**src/rtl/dssm_pkg.sv**
```systemverilog
// Types and constants of the drive safety stop monitor.
// No dependencies; imported by every module of the block.
`timescale 1ns / 1ps
`default_nettype none

package dssm_pkg;

   typedef enum logic [2:0] {
      CAUSE_NONE     = 3'd0,
      CAUSE_TIME     = 3'd1,
      CAUSE_STALL    = 3'd2,
      CAUSE_OBSTACLE = 3'd3,
      CAUSE_TRACK    = 3'd4
   } cause_type;

   // csr register indexes
   localparam logic [1:0] CSR_RUN_TIME_LIMIT     = 2'd0;
   localparam logic [1:0] CSR_OBSTACLE_THRESHOLD = 2'd1;
   localparam logic [1:0] CSR_TRACK_CHECK_ENABLE = 2'd2;

   localparam logic [15:0]        TIME_LIMIT_MAX  = 16'd30000;
   localparam logic [15:0]        TIMER_TOP       = 16'hFFFF;
   localparam logic [15:0]        STALL_ARM_TICKS = 16'd1000;
   localparam logic signed [15:0] STALL_DRIVE_POS = 16'sd1000;
   localparam logic signed [15:0] STALL_DRIVE_NEG = -16'sd1000;
   localparam logic [7:0]         STALL_TRIP      = 8'd200;
   localparam logic [6:0]         NEAR_TRIP       = 7'd100;
   localparam logic [6:0]         TRACK_TRIP      = 7'd100;

   typedef struct packed {
      logic               cmd;
      logic signed [15:0] left_wheel_speed;
      logic signed [15:0] right_wheel_speed;
      logic signed [15:0] left_drive;
      logic signed [15:0] right_drive;
      logic [15:0]        range_mm;
      logic               lost_track;
      logic               on_zebra;
   } req_item_type;

   typedef struct packed {
      logic        running;
      cause_type   stop_cause;
      logic        stopped_now;
      logic        alarm;
      logic [15:0] elapsed_ticks;
   } rsp_item_type;

   typedef struct packed {
      logic [15:0] run_time_limit;
      logic [15:0] obstacle_threshold_mm;
      logic        track_check_enable;
   } cfg_type;

   typedef struct packed {
      logic        run_flag;
      logic [15:0] run_timer;
      logic [7:0]  stall_counter;
      logic [6:0]  obstacle_counter;
      logic [6:0]  track_counter;
      cause_type   cause_latch;
   } state_type;

endpackage

`default_nettype wire

```
**src/rtl/dssm_in_stage.sv**
```systemverilog
// Input register of the safety stop monitor: holds one request beat.
// Depends on dssm_pkg.
`timescale 1ns / 1ps
`default_nettype none

module dssm_in_stage (
   input  wire logic                  clock,
   input  wire logic                  reset,
   input  wire logic                  req_valid,
   output logic                       req_ready,
   input  wire dssm_pkg::req_item_type req_item,
   input  wire logic                  take,
   output logic                       item_valid,
   output dssm_pkg::req_item_type     item
);
   import dssm_pkg::*;

   logic         valid_ff;
   logic         valid_in;
   req_item_type item_ff;

   // slot frees up when the held beat moves on this cycle
   assign req_ready = !valid_ff || take;
   assign valid_in  = (req_valid && req_ready) || (valid_ff && !take);

   always_ff @(posedge clock) begin
      if (reset) begin
         valid_ff <= 1'b0;
      end else begin
         valid_ff <= valid_in;
      end
   end

   always_ff @(posedge clock) begin
      if (req_valid && req_ready) begin
         item_ff <= req_item;
      end
   end

   assign item_valid = valid_ff;
   assign item       = item_ff;

endmodule

`default_nettype wire

```
**src/rtl/dssm_step.sv**
```systemverilog
// Per-tick update of run state, run timer, fault counters and stop cause.
// Depends on dssm_pkg; purely combinational.
`timescale 1ns / 1ps
`default_nettype none

module dssm_step (
   input  wire dssm_pkg::req_item_type item,
   input  wire dssm_pkg::state_type    cur,
   input  wire dssm_pkg::cfg_type      cfg,
   output dssm_pkg::state_type         nxt,
   output dssm_pkg::rsp_item_type      rsp
);
   import dssm_pkg::*;

   logic [15:0] timer_inc;
   logic        limit_on;
   logic        timed;
   logic [15:0] timer_tick;
   logic        stall_armed;
   logic        left_stall;
   logic        right_stall;
   logic        stall;
   logic [7:0]  stall_up;
   logic        stall_trip;
   logic [7:0]  stall_tick;
   logic        near;
   logic [6:0]  obs_up;
   logic        obs_trip;
   logic [6:0]  obs_tick;
   logic        lost;
   logic [6:0]  trk_up;
   logic        trk_trip;
   logic [6:0]  trk_tick;
   logic        any_stop;
   cause_type   cause_tick;

   assign timer_inc  = (cur.run_timer != TIMER_TOP) ? cur.run_timer + 16'd1 : cur.run_timer;
   assign limit_on   = (cfg.run_time_limit != 16'd0) && (cfg.run_time_limit < TIME_LIMIT_MAX);
   assign timed      = limit_on && (timer_inc > cfg.run_time_limit);
   assign timer_tick = timed ? 16'd0 : timer_inc;

   // stalled wheel: not moving forward while driven hard either way
   assign stall_armed = (timer_tick > STALL_ARM_TICKS) && !item.on_zebra;
   assign left_stall  = (item.left_wheel_speed < 16'sd1) &&
                        ((item.left_drive > STALL_DRIVE_POS) ||
                         (item.left_drive < STALL_DRIVE_NEG));
   assign right_stall = (item.right_wheel_speed < 16'sd1) &&
                        ((item.right_drive > STALL_DRIVE_POS) ||
                         (item.right_drive < STALL_DRIVE_NEG));
   assign stall       = left_stall || right_stall;
   assign stall_up    = cur.stall_counter + 8'd1;
   assign stall_trip  = stall_armed && stall && (stall_up > STALL_TRIP);

   always_comb begin
      if (!stall_armed) begin
         stall_tick = cur.stall_counter;
      end else if (stall) begin
         stall_tick = stall_trip ? 8'd0 : stall_up;
      end else if (cur.stall_counter != 8'd0) begin
         stall_tick = cur.stall_counter - 8'd1;
      end else begin
         stall_tick = cur.stall_counter;
      end
   end

   assign near     = item.range_mm < cfg.obstacle_threshold_mm;
   assign obs_up   = cur.obstacle_counter + 7'd1;
   assign obs_trip = near && (obs_up > NEAR_TRIP);

   always_comb begin
      if (near) begin
         obs_tick = obs_trip ? 7'd0 : obs_up;
      end else if (cur.obstacle_counter != 7'd0) begin
         obs_tick = cur.obstacle_counter - 7'd1;
      end else begin
         obs_tick = cur.obstacle_counter;
      end
   end

   assign lost     = cfg.track_check_enable && item.lost_track;
   assign trk_up   = cur.track_counter + 7'd1;
   assign trk_trip = lost && (trk_up > TRACK_TRIP);

   always_comb begin
      if (!cfg.track_check_enable) begin
         trk_tick = cur.track_counter;
      end else if (lost) begin
         trk_tick = trk_trip ? 7'd0 : trk_up;
      end else if (cur.track_counter != 7'd0) begin
         trk_tick = cur.track_counter - 7'd1;
      end else begin
         trk_tick = cur.track_counter;
      end
   end

   assign any_stop = timed || stall_trip || obs_trip || trk_trip;

   // first cause in check order wins, and only if none is latched yet
   always_comb begin
      if (cur.cause_latch != CAUSE_NONE) begin
         cause_tick = cur.cause_latch;
      end else if (timed) begin
         cause_tick = CAUSE_TIME;
      end else if (stall_trip) begin
         cause_tick = CAUSE_STALL;
      end else if (obs_trip) begin
         cause_tick = CAUSE_OBSTACLE;
      end else if (trk_trip) begin
         cause_tick = CAUSE_TRACK;
      end else begin
         cause_tick = CAUSE_NONE;
      end
   end

   always_comb begin
      nxt             = cur;
      rsp.stopped_now = 1'b0;
      rsp.alarm       = 1'b0;
      if (item.cmd) begin
         nxt.run_flag    = 1'b1;
         nxt.run_timer   = 16'd0;
         nxt.cause_latch = CAUSE_NONE;
      end else if (cur.run_flag) begin
         nxt.run_flag         = !any_stop;
         nxt.run_timer        = timer_tick;
         nxt.stall_counter    = stall_tick;
         nxt.obstacle_counter = obs_tick;
         nxt.track_counter    = trk_tick;
         nxt.cause_latch      = cause_tick;
         rsp.stopped_now      = any_stop;
         rsp.alarm            = stall_trip || obs_trip || trk_trip;
      end
      rsp.running       = nxt.run_flag;
      rsp.stop_cause    = nxt.cause_latch;
      rsp.elapsed_ticks = nxt.run_timer;
   end

endmodule

`default_nettype wire

```
**src/rtl/dssm_out_stage.sv**
```systemverilog
// Result register of the safety stop monitor: holds one response beat.
// Depends on dssm_pkg.
`timescale 1ns / 1ps
`default_nettype none

module dssm_out_stage (
   input  wire logic                  clock,
   input  wire logic                  reset,
   input  wire logic                  load,
   input  wire dssm_pkg::rsp_item_type load_item,
   output logic                       can_load,
   output logic                       rsp_valid,
   input  wire logic                  rsp_ready,
   output dssm_pkg::rsp_item_type     rsp_item
);
   import dssm_pkg::*;

   logic         valid_ff;
   logic         valid_in;
   rsp_item_type item_ff;

   assign can_load = !valid_ff || rsp_ready;
   assign valid_in = load || (valid_ff && !rsp_ready);

   always_ff @(posedge clock) begin
      if (reset) begin
         valid_ff <= 1'b0;
      end else begin
         valid_ff <= valid_in;
      end
   end

   always_ff @(posedge clock) begin
      if (load) begin
         item_ff <= load_item;
      end
   end

   assign rsp_valid = valid_ff;
   assign rsp_item  = item_ff;

endmodule

`default_nettype wire

```
**src/rtl/drive_safety_stop_monitor.sv**
```systemverilog
// Drive safety stop monitor, top level.
// A request beat passes the input register, then the result register, before rsp_valid rises.
// Throughput: 1 beat per cycle while rsp_ready holds no beat back; the tick state updates
// as a beat moves from the input to the result register, so the next beat sees it without a bubble.
// Reset (synchronous, active high) clears run state, counters, cause, csr regs
// and both stage valids. Depends on dssm_pkg, dssm_in_stage, dssm_step, dssm_out_stage.
`timescale 1ns / 1ps
`default_nettype none

module drive_safety_stop_monitor (
   input  wire logic               clock,
   input  wire logic               reset,
   input  wire logic               req_valid,
   output logic                    req_ready,
   input  wire logic               req_cmd,
   input  wire logic signed [15:0] req_left_wheel_speed,
   input  wire logic signed [15:0] req_right_wheel_speed,
   input  wire logic signed [15:0] req_left_drive,
   input  wire logic signed [15:0] req_right_drive,
   input  wire logic [15:0]        req_range_mm,
   input  wire logic               req_lost_track,
   input  wire logic               req_on_zebra,
   output logic                    rsp_valid,
   input  wire logic               rsp_ready,
   output logic                    rsp_running,
   output logic [2:0]              rsp_stop_cause,
   output logic                    rsp_stopped_now,
   output logic                    rsp_alarm,
   output logic [15:0]             rsp_elapsed_ticks,
   input  wire logic               csr_valid,
   output logic                    csr_ready,
   input  wire logic [1:0]         csr_index,
   input  wire logic [15:0]        csr_wdata
);
   import dssm_pkg::*;

   req_item_type req_item;
   req_item_type item;
   logic         item_valid;
   logic         can_load;
   logic         advance;
   state_type    state_ff;
   state_type    state_in;
   cfg_type      cfg_ff;
   cfg_type      cfg_in;
   rsp_item_type step_rsp;
   rsp_item_type rsp_item;

   assign req_item.cmd               = req_cmd;
   assign req_item.left_wheel_speed  = req_left_wheel_speed;
   assign req_item.right_wheel_speed = req_right_wheel_speed;
   assign req_item.left_drive        = req_left_drive;
   assign req_item.right_drive       = req_right_drive;
   assign req_item.range_mm          = req_range_mm;
   assign req_item.lost_track        = req_lost_track;
   assign req_item.on_zebra          = req_on_zebra;

   dssm_in_stage u_in_stage (
      .clock      (clock),
      .reset      (reset),
      .req_valid  (req_valid),
      .req_ready  (req_ready),
      .req_item   (req_item),
      .take       (can_load),
      .item_valid (item_valid),
      .item       (item)
   );

   dssm_step u_step (
      .item (item),
      .cur  (state_ff),
      .cfg  (cfg_ff),
      .nxt  (state_in),
      .rsp  (step_rsp)
   );

   // a held beat is processed exactly when its result can be registered
   assign advance = item_valid && can_load;

   always_ff @(posedge clock) begin
      if (reset) begin
         state_ff <= '0;
      end else if (advance) begin
         state_ff <= state_in;
      end
   end

   assign csr_ready = 1'b1;

   always_comb begin
      cfg_in = cfg_ff;
      if (csr_valid) begin
         unique case (csr_index)
            CSR_RUN_TIME_LIMIT:     cfg_in.run_time_limit        = csr_wdata;
            CSR_OBSTACLE_THRESHOLD: cfg_in.obstacle_threshold_mm = csr_wdata;
            CSR_TRACK_CHECK_ENABLE: cfg_in.track_check_enable    = csr_wdata[0];
            default:                cfg_in = cfg_ff;
         endcase
      end
   end

   always_ff @(posedge clock) begin
      if (reset) begin
         cfg_ff <= '0;
      end else begin
         cfg_ff <= cfg_in;
      end
   end

   dssm_out_stage u_out_stage (
      .clock     (clock),
      .reset     (reset),
      .load      (advance),
      .load_item (step_rsp),
      .can_load  (can_load),
      .rsp_valid (rsp_valid),
      .rsp_ready (rsp_ready),
      .rsp_item  (rsp_item)
   );

   assign rsp_running       = rsp_item.running;
   assign rsp_stop_cause    = rsp_item.stop_cause;
   assign rsp_stopped_now   = rsp_item.stopped_now;
   assign rsp_alarm         = rsp_item.alarm;
   assign rsp_elapsed_ticks = rsp_item.elapsed_ticks;

endmodule

`default_nettype wire

```
**config.mk**
```make
export PLATFORM = sky130hd
export DESIGN_NAME = drive_safety_stop_monitor
export DESIGN_NICKNAME = d
export VERILOG_FILES = /design/src/rtl/dssm_pkg.sv /design/src/rtl/dssm_in_stage.sv /design/src/rtl/dssm_step.sv /design/src/rtl/dssm_out_stage.sv /design/src/rtl/drive_safety_stop_monitor.sv
export SDC_FILE = /design/constraint.sdc
export NUM_CORES = 1
export LEC_CHECK = 0
export BUFFER_PORTS_ARGS = -buffer_cell sky130_fd_sc_hd__buf_2
export CORE_ASPECT_RATIO = 0.75
export CORE_UTILIZATION = 50
export CTS_BUF_LIST = sky130_fd_sc_hd__clkbuf_4
export CTS_CLUSTER_SIZE = 24
export DETAILED_ROUTE_END_ITERATION = 7
export GPL_ROUTABILITY_DRIVEN = 0
export PLACE_DENSITY_LB_ADDON = 0.08
export SLEW_MARGIN = 20
export SYNTH_ARGS = -nofsm -noshare
export SYNTH_HDL_FRONTEND = slang
export SYNTH_SLANG_ARGS = --single-unit
```
**constraint.sdc**
```tcl
create_clock -name clock -period 7.4 [get_ports clock]
set_input_delay 1.11 -clock clock [delete_from_list [all_inputs] [get_ports clock]]
set_output_delay 1.11 -clock clock [all_outputs]
set_load 0.05 [all_outputs]
```
==> results of run 1 <==
==> power by group through the flow <==
stage          Combinational (mW)  Sequential, mW  Clock [mW]
6_report                    0.183            1.13       0.553
5_1_grt                     0.202            1.14       0.606
4_1_cts                     0.183            1.13       0.572
3_5_place_dp                0.182            1.16           0
3_3_place_gp                0.180            1.15           0
2_1_floorplan              0.0977            1.17           0
==> kinds of logic (layout without fill, tap and decap cells) <==
logic type                 count (synthesis)  in the layout  share of synthesized area
and+or+nand+nor                          390            390                      0.213
other                                      1              2                   0.000401
muxes                                      8              8                    0.00909
xor gates and xnor gates                  11             11                     0.0103
AOI/OAI and AO/OA                        235            235                      0.162
DFF                                      182            182                      0.502
buffers and inverters                    107            219                     0.0468
adders and majority gates                 42             42                     0.0561
==> state kept, by name (all words and copies together) (netlist names) <==
name / flops
cfg_ff: 33
u_in_stage.item: 83
state_ff: 42
u_out_stage.rsp_valid: 1
u_out_stage.rsp_item: 22
u_in_stage.item_valid: 1
==> through the flow <==
stage	instances	utilization	hold slack [ps]	instance area (um^2)
detailed placement	1298	0.563	448	10100
global route	1331	0.579	492	10400
CTS	1330	0.579	470	10400
global placement	1298	0.563	443	10100
finish	1331	0.579	468	10400
floorplan	976	-	436	9360
==> Yosys cell counts, types with 3 or more instances <==
library cell	number	share of area
buf_1	4	0.0016
o21ai_0	31	0.017
a221oi_1	3	0.0028
and2_1	9	0.0060
nor4_1	18	0.012
buf_2	6	0.0032
o31a_1	4	0.0037
xnor2_1	9	0.0084
a21oi_1	107	0.057
mux2i_1	4	0.0043
nand2b_1	19	0.013
nor3_1	18	0.0096
nand4_1	15	0.010
and4_1	8	0.0075
ha_1	42	0.056
nor2b_1	7	0.0047
o211ai_1	5	0.0040
nand3b_1	7	0.0056
nand2_1	153	0.061
edfxtp_1	105	0.34
clkbuf_1	38	0.015
o21a_1	4	0.0032
or3_1	4	0.0027
a31oi_1	13	0.0087
dfxtp_1	77	0.16
nand3_1	39	0.021
mux2_2	4	0.0048
buf_4	3	0.0024
nor4b_1	3	0.0028
and3_1	16	0.011
a21o_1	7	0.0056
nor3b_1	3	0.0024
inv_1	51	0.020
a22oi_1	6	0.0048
a32o_1	3	0.0032
a22o_1	3	0.0028
a41oi_1	8	0.0075
a211oi_1	7	0.0056
nor2_1	52	0.021
a311oi_1	3	0.0028
==> cell type report <==
class	count	area share
multi-input cells	687	0.407
diodes	1	0.000241
flip-flops and latches	182	0.451
clock inverters	15	0.0153
inverters	52	0.0188
repair buffers	135	0.0664
clock buffers	17	0.0123
well taps	242	0.0291
==> critical path, cell delays in order, from the launching register on <==
cell and delay [ps]:
dfxtp_1 570, ha_1 530, nand4_1 240, nor4_4 430, nor3_1 140, xor2_1 170, ha_1 310, nand4_1 140
or4_1 530, o211ai_1 170, a41o_1 530, and2_0 360, and3b_1 290, a21boi_0 190, o21a_1 120
==> final timing paths <==
check	start	end	cells after the start
worst min register to register	cfg_ff[3]$_SDFFE_PP0P_	cfg_ff[3]$_SDFFE_PP0P_	2
worst min-delay path	cfg_ff[3]$_SDFFE_PP0P_	cfg_ff[3]$_SDFFE_PP0P_	2
worst max register to register	state_ff[25]$_SDFFE_PP0P_	u_out_stage.rsp_item[19]$_DFFE_PP_	14
worst max-delay path	state_ff[25]$_SDFFE_PP0P_	u_out_stage.rsp_item[19]$_DFFE_PP_	14
==> routing by layer <==
layer | vias up | global-route usage
met5 | - | 0
met3 | 19 | 0.0401
met4 | 0 | 0.0643
met1 | 3549 | 0.361
li1 | 3763 | -
met2 | 306 | 0.332
==> impl_metrics.yaml, run 1 <==
run_status:
  status: "completed"
route:
  wl_met1_mm: 10.7
  met2_length_mm: 8.93
  post-route-drc-count: 0
  routed_wl_mm: 21.4
  dr_wl_met3_mm: 1.59
  wl_per_cell_um: 16.1
  highest_layer: "met4"
  vias_per_cell: 5.74
  drtIter0Drc: 796
  final_antenna_net_count: 0
  dr.pass1.iters: 5
  vias: 7637
cells_and_area:
  area_growth_pct: 11.1
  drive_above_1_share: 0.176
  fillers: 1645
  multiInputGateArea_um2: 4230
  ff_latch_area_um2: 4690
  final_cell_mix: "nand2_1, buf_2, a21oi_1"
  nNetsFinal: 1223
  final_common_cell: "nand2_1"
yosys:
  ys_ff_latch: 182
  synth.yosys.seq_area_share: 0.502
  synth_cell_types: 82
  synth_ff_type: "edfxtp_1"
  yosysWarnings: 0
  async_reset_ff_frac: 0
  avgSynthCellArea_um2: 9.59
  netlist_area_um2: 9360
  postSynthCellCount: 976
  synth_edf_count: 105
  synth_nets: 1124
timing:
  worstMarginPinSlew_ps: 1000
  tns_ps: 0
  drv_slew: 0
  relSlewSlack: 0.330
  final-hold-violation-count: 0
  fin_crit_sh: 0.653
  min_period_ps: 4830
  fmax_mhz: 207
  setup_viol: 0
  rsz0062_at_grt: "no"
  fin_ws_ps: 2570
  finClkSkew_ps: 30.5
pwr:
  p_total_mw: 1.87
  pwr_density_cell_nw_per_um2: 180
  swShare: 0.287
  p_int_mw: 1.33
  p_leak_nw: 3.81
  power.net_switching_mw: 0.536
  pwr-share-seq: 0.606
  pwr-share-comb: 0.098
  clkPwrFrac: 0.296
  ir_drop_mv: 0.111
clocking:
  cts_tree: "yes"
  cts_resized: 0
  htreeDepth: 4
  clockBufferDepth: 2
  clk_latency_ps: 600
  cts_buffers: 17
  cts_setup_buffers: 0
  cts_root_buffer: "clkbuf_4"
  clkSinkCount: 182
  path_clk_slew_ps: 180
  cts_hold_buf: 0
floorplanning:
  die_area_um2: 19300
  pin_count: 131
  rows: 42
  die_width_um: 160
  die_height_um: 120
  initial_core_util: 0.521
  coreArea_um2: 18000
flow_run:
  maxCapViolCount: 0
global_route:
  grt_max_degree: 81
  grt_pass1_vias: 7049
  grt.total_usage: 0.233
  antenna_found_initial: 1
  grt_pass1_wl_mm: 35.8
  grt_remaining_overflow: 0
critical_path:
  cp_max_fo: 15
  worst_setup_path_start_kind: "flip-flop"
  cp.required_ps: 7870
  critical_path_class: "flip-flop to flip-flop"
  critical_path_arrival_ps: 5300
  r2r_slack_ps: 2570
  critPathCaptureType: "flip-flop"
min_path:
  hold_path.class: "flip-flop to flip-flop"
placement:
  place_ws_ps: 2670
  post-dp-hpwl_mm: 15.4
  place.port_buffers: 129
(Power assumes the default switching activity.)
==> run 2: changes to the inputs <==
==> constraint.sdc (replaced) <==
create_clock -name clock -period 4.52 [get_ports clock]
set_input_delay 0.678 -clock clock [delete_from_list [all_inputs] [get_ports clock]]
set_output_delay 0.678 -clock clock [all_outputs]
set_load 0.05 [all_outputs]
==> impl_metrics.yaml, run 2 (synthesis results as in run 1) <==
run_status:
  status: "completed"
global_route:
  grt_max_degree: 74
  grt_pass1_vias: 7135
  grt_remaining_overflow: 0
  antenna_found_initial: 1
  grt.total_usage: 0.237
  grt_pass1_wl_mm: 36.2
route:
  vias_per_cell: 5.71
  dr.pass1.iters: 5
  post-route-drc-count: 0
  final_antenna_net_count: 0
  wl_per_cell_um: 16.2
  routed_wl_mm: 21.9
  vias: 7714
  drtIter0Drc: 717
critical_path:
  crit_family: "simple AND/OR/NAND/NOR gates"
  cp_slowest_cell: "or4_1"
  cp.required_ps: 4870
  timing.rr.start: "state_ff[27]$_SDFFE_PP0P_"
  cp_max_fo: 10
  cp_cell_sequence: "nand4_4 > nor4_1 > nand4_1 > mux2_2 > ha_1 > nand4_1 > or4_1 > o211ai_1 > a41oi_2 > nor2_1 > o2111ai_4 > and2_4 > a32o_1"
  critical_path_class: "flip-flop to flip-flop"
  critPathCaptureType: "flip-flop"
  critical_path_arrival_ps: 4700
  worst_setup_path_start_kind: "flip-flop"
  timing.critical_path.mode_cell: "nand4_1"
  path_buf_inv: 0
  slowest_delay_ps: 570
  setup.worst_path.start: "state_ff[27]$_SDFFE_PP0P_"
cells_and_area:
  multiInputGateArea_um2: 4240
  largest_reg_flops: 83
  nNetsFinal: 1243
  drive_above_1_share: 0.192
  fillers: 1616
  area_growth_pct: 12.8
  post-route-util: 0.587
  ff_latch_area_um2: 4700
  final_common_cell: "nand2_1"
  final_cell_mix: "nand2_1, buf_2, a21oi_1"
timing:
  fin_crit_sh: 0.963
  finClkSkew_ps: 29.3
  min_period_ps: 4350
  drv_slew: 0
  fin_ws_ps: 168
  final-hold-violation-count: 0
  relSlewSlack: 0.364
  fmax_mhz: 230
  setup_viol: 0
  worstMarginPinSlew_ps: 953
  tns_ps: 0
clocking:
  htreeDepth: 4
  clkSinkCount: 182
  cts_root_buffer: "clkbuf_4"
  cts_setup_buffers: 0
  clk_latency_ps: 590
  clockBufferDepth: 2
  cts_buffers: 17
  cts_tree: "yes"
  path_clk_slew_ps: 160
pwr:
  p_leak_nw: 3.90
  ir_drop_mv: 0.186
  p_total_mw: 3.06
  pwr_density_cell_nw_per_um2: 290
floorplanning:
  die_width_um: 160
  die_height_um: 120
  initial_core_util: 0.521
  coreArea_um2: 18000
  rows: 42
  die_area_um2: 19300
  pin_count: 131
placement:
  post-dp-hpwl_mm: 16.0
  place.port_buffers: 129
  place_ws_ps: 189
flow_run:
  maxCapViolCount: 0
min_path:
  hold_path.class: "input pin to flip-flop"
  hp-start: "req_range_mm[7]"
run 2: final timing paths:
kind                                        end  slack [ps]  cells after the start
min reg2reg             cfg_ff[15]$_SDFFE_PP0P_         470                      2
min                u_in_stage.item[9]$_DFFE_PP_         250                      1
max reg2reg  u_out_stage.rsp_item[20]$_DFFE_PP_         170                     13
max          u_out_stage.rsp_item[20]$_DFFE_PP_         170                     13
run 2: area by class of cell:
cell class              count  area share
diodes                      2    0.000474
clock buffers              18      0.0128
clock inverters            14      0.0135
inverters                  52      0.0185
multi-input cells         687       0.401
flip-flops and latches    182       0.445
well taps                 242      0.0287
repair buffers            155      0.0797
run 2: where the power goes:
| group | switching, mW | internal (mW) | leakage (nW) |
|---|---|---|---|
| Sequential | 0.0281 | 1.82 | 1.64 |
| Clock | 0.599 | 0.294 | 0.146 |
| Combinational | 0.202 | 0.110 | 2.12 |
run 2: what timing repair did:
action / 4_1_cts / 5_1_grt
gates resized for setup: 0 / 2
setup endpoints to repair: 0 / 11
hold buffers: 0 / 0
run 2: layer usage:
layer,global-route usage,vias up,part of all wire
li1,-,3819,-
met1,0.363,3602,0.50
met4,0.0565,0,0.0076
met3,0.0449,16,0.075
met5,0,-,0
met2,0.342,277,0.42
run 2: worst register-to-register path, cell delays in order (launching register included):
cell and delay (ps):
dfxtp_1 560, nand4_4 190, nor4_1 460, nand4_1 190, mux2_2 330, ha_1 290
nand4_1 160, or4_1 570, o211ai_1 160, a41oi_2 140, nor2_1 360, o2111ai_4 230
and2_4 230, a32o_1 240
run 2: metrics by stage:
step,cells,hold WS [ps],instance area (um^2)
4_1_cts,1350,206,10500
2_1_floorplan,976,436,9360
5_1_grt,1352,194,10600
3_5_place_dp,1318,447,10300
3_3_place_gp,1318,442,10300
6_report,1352,251,10600
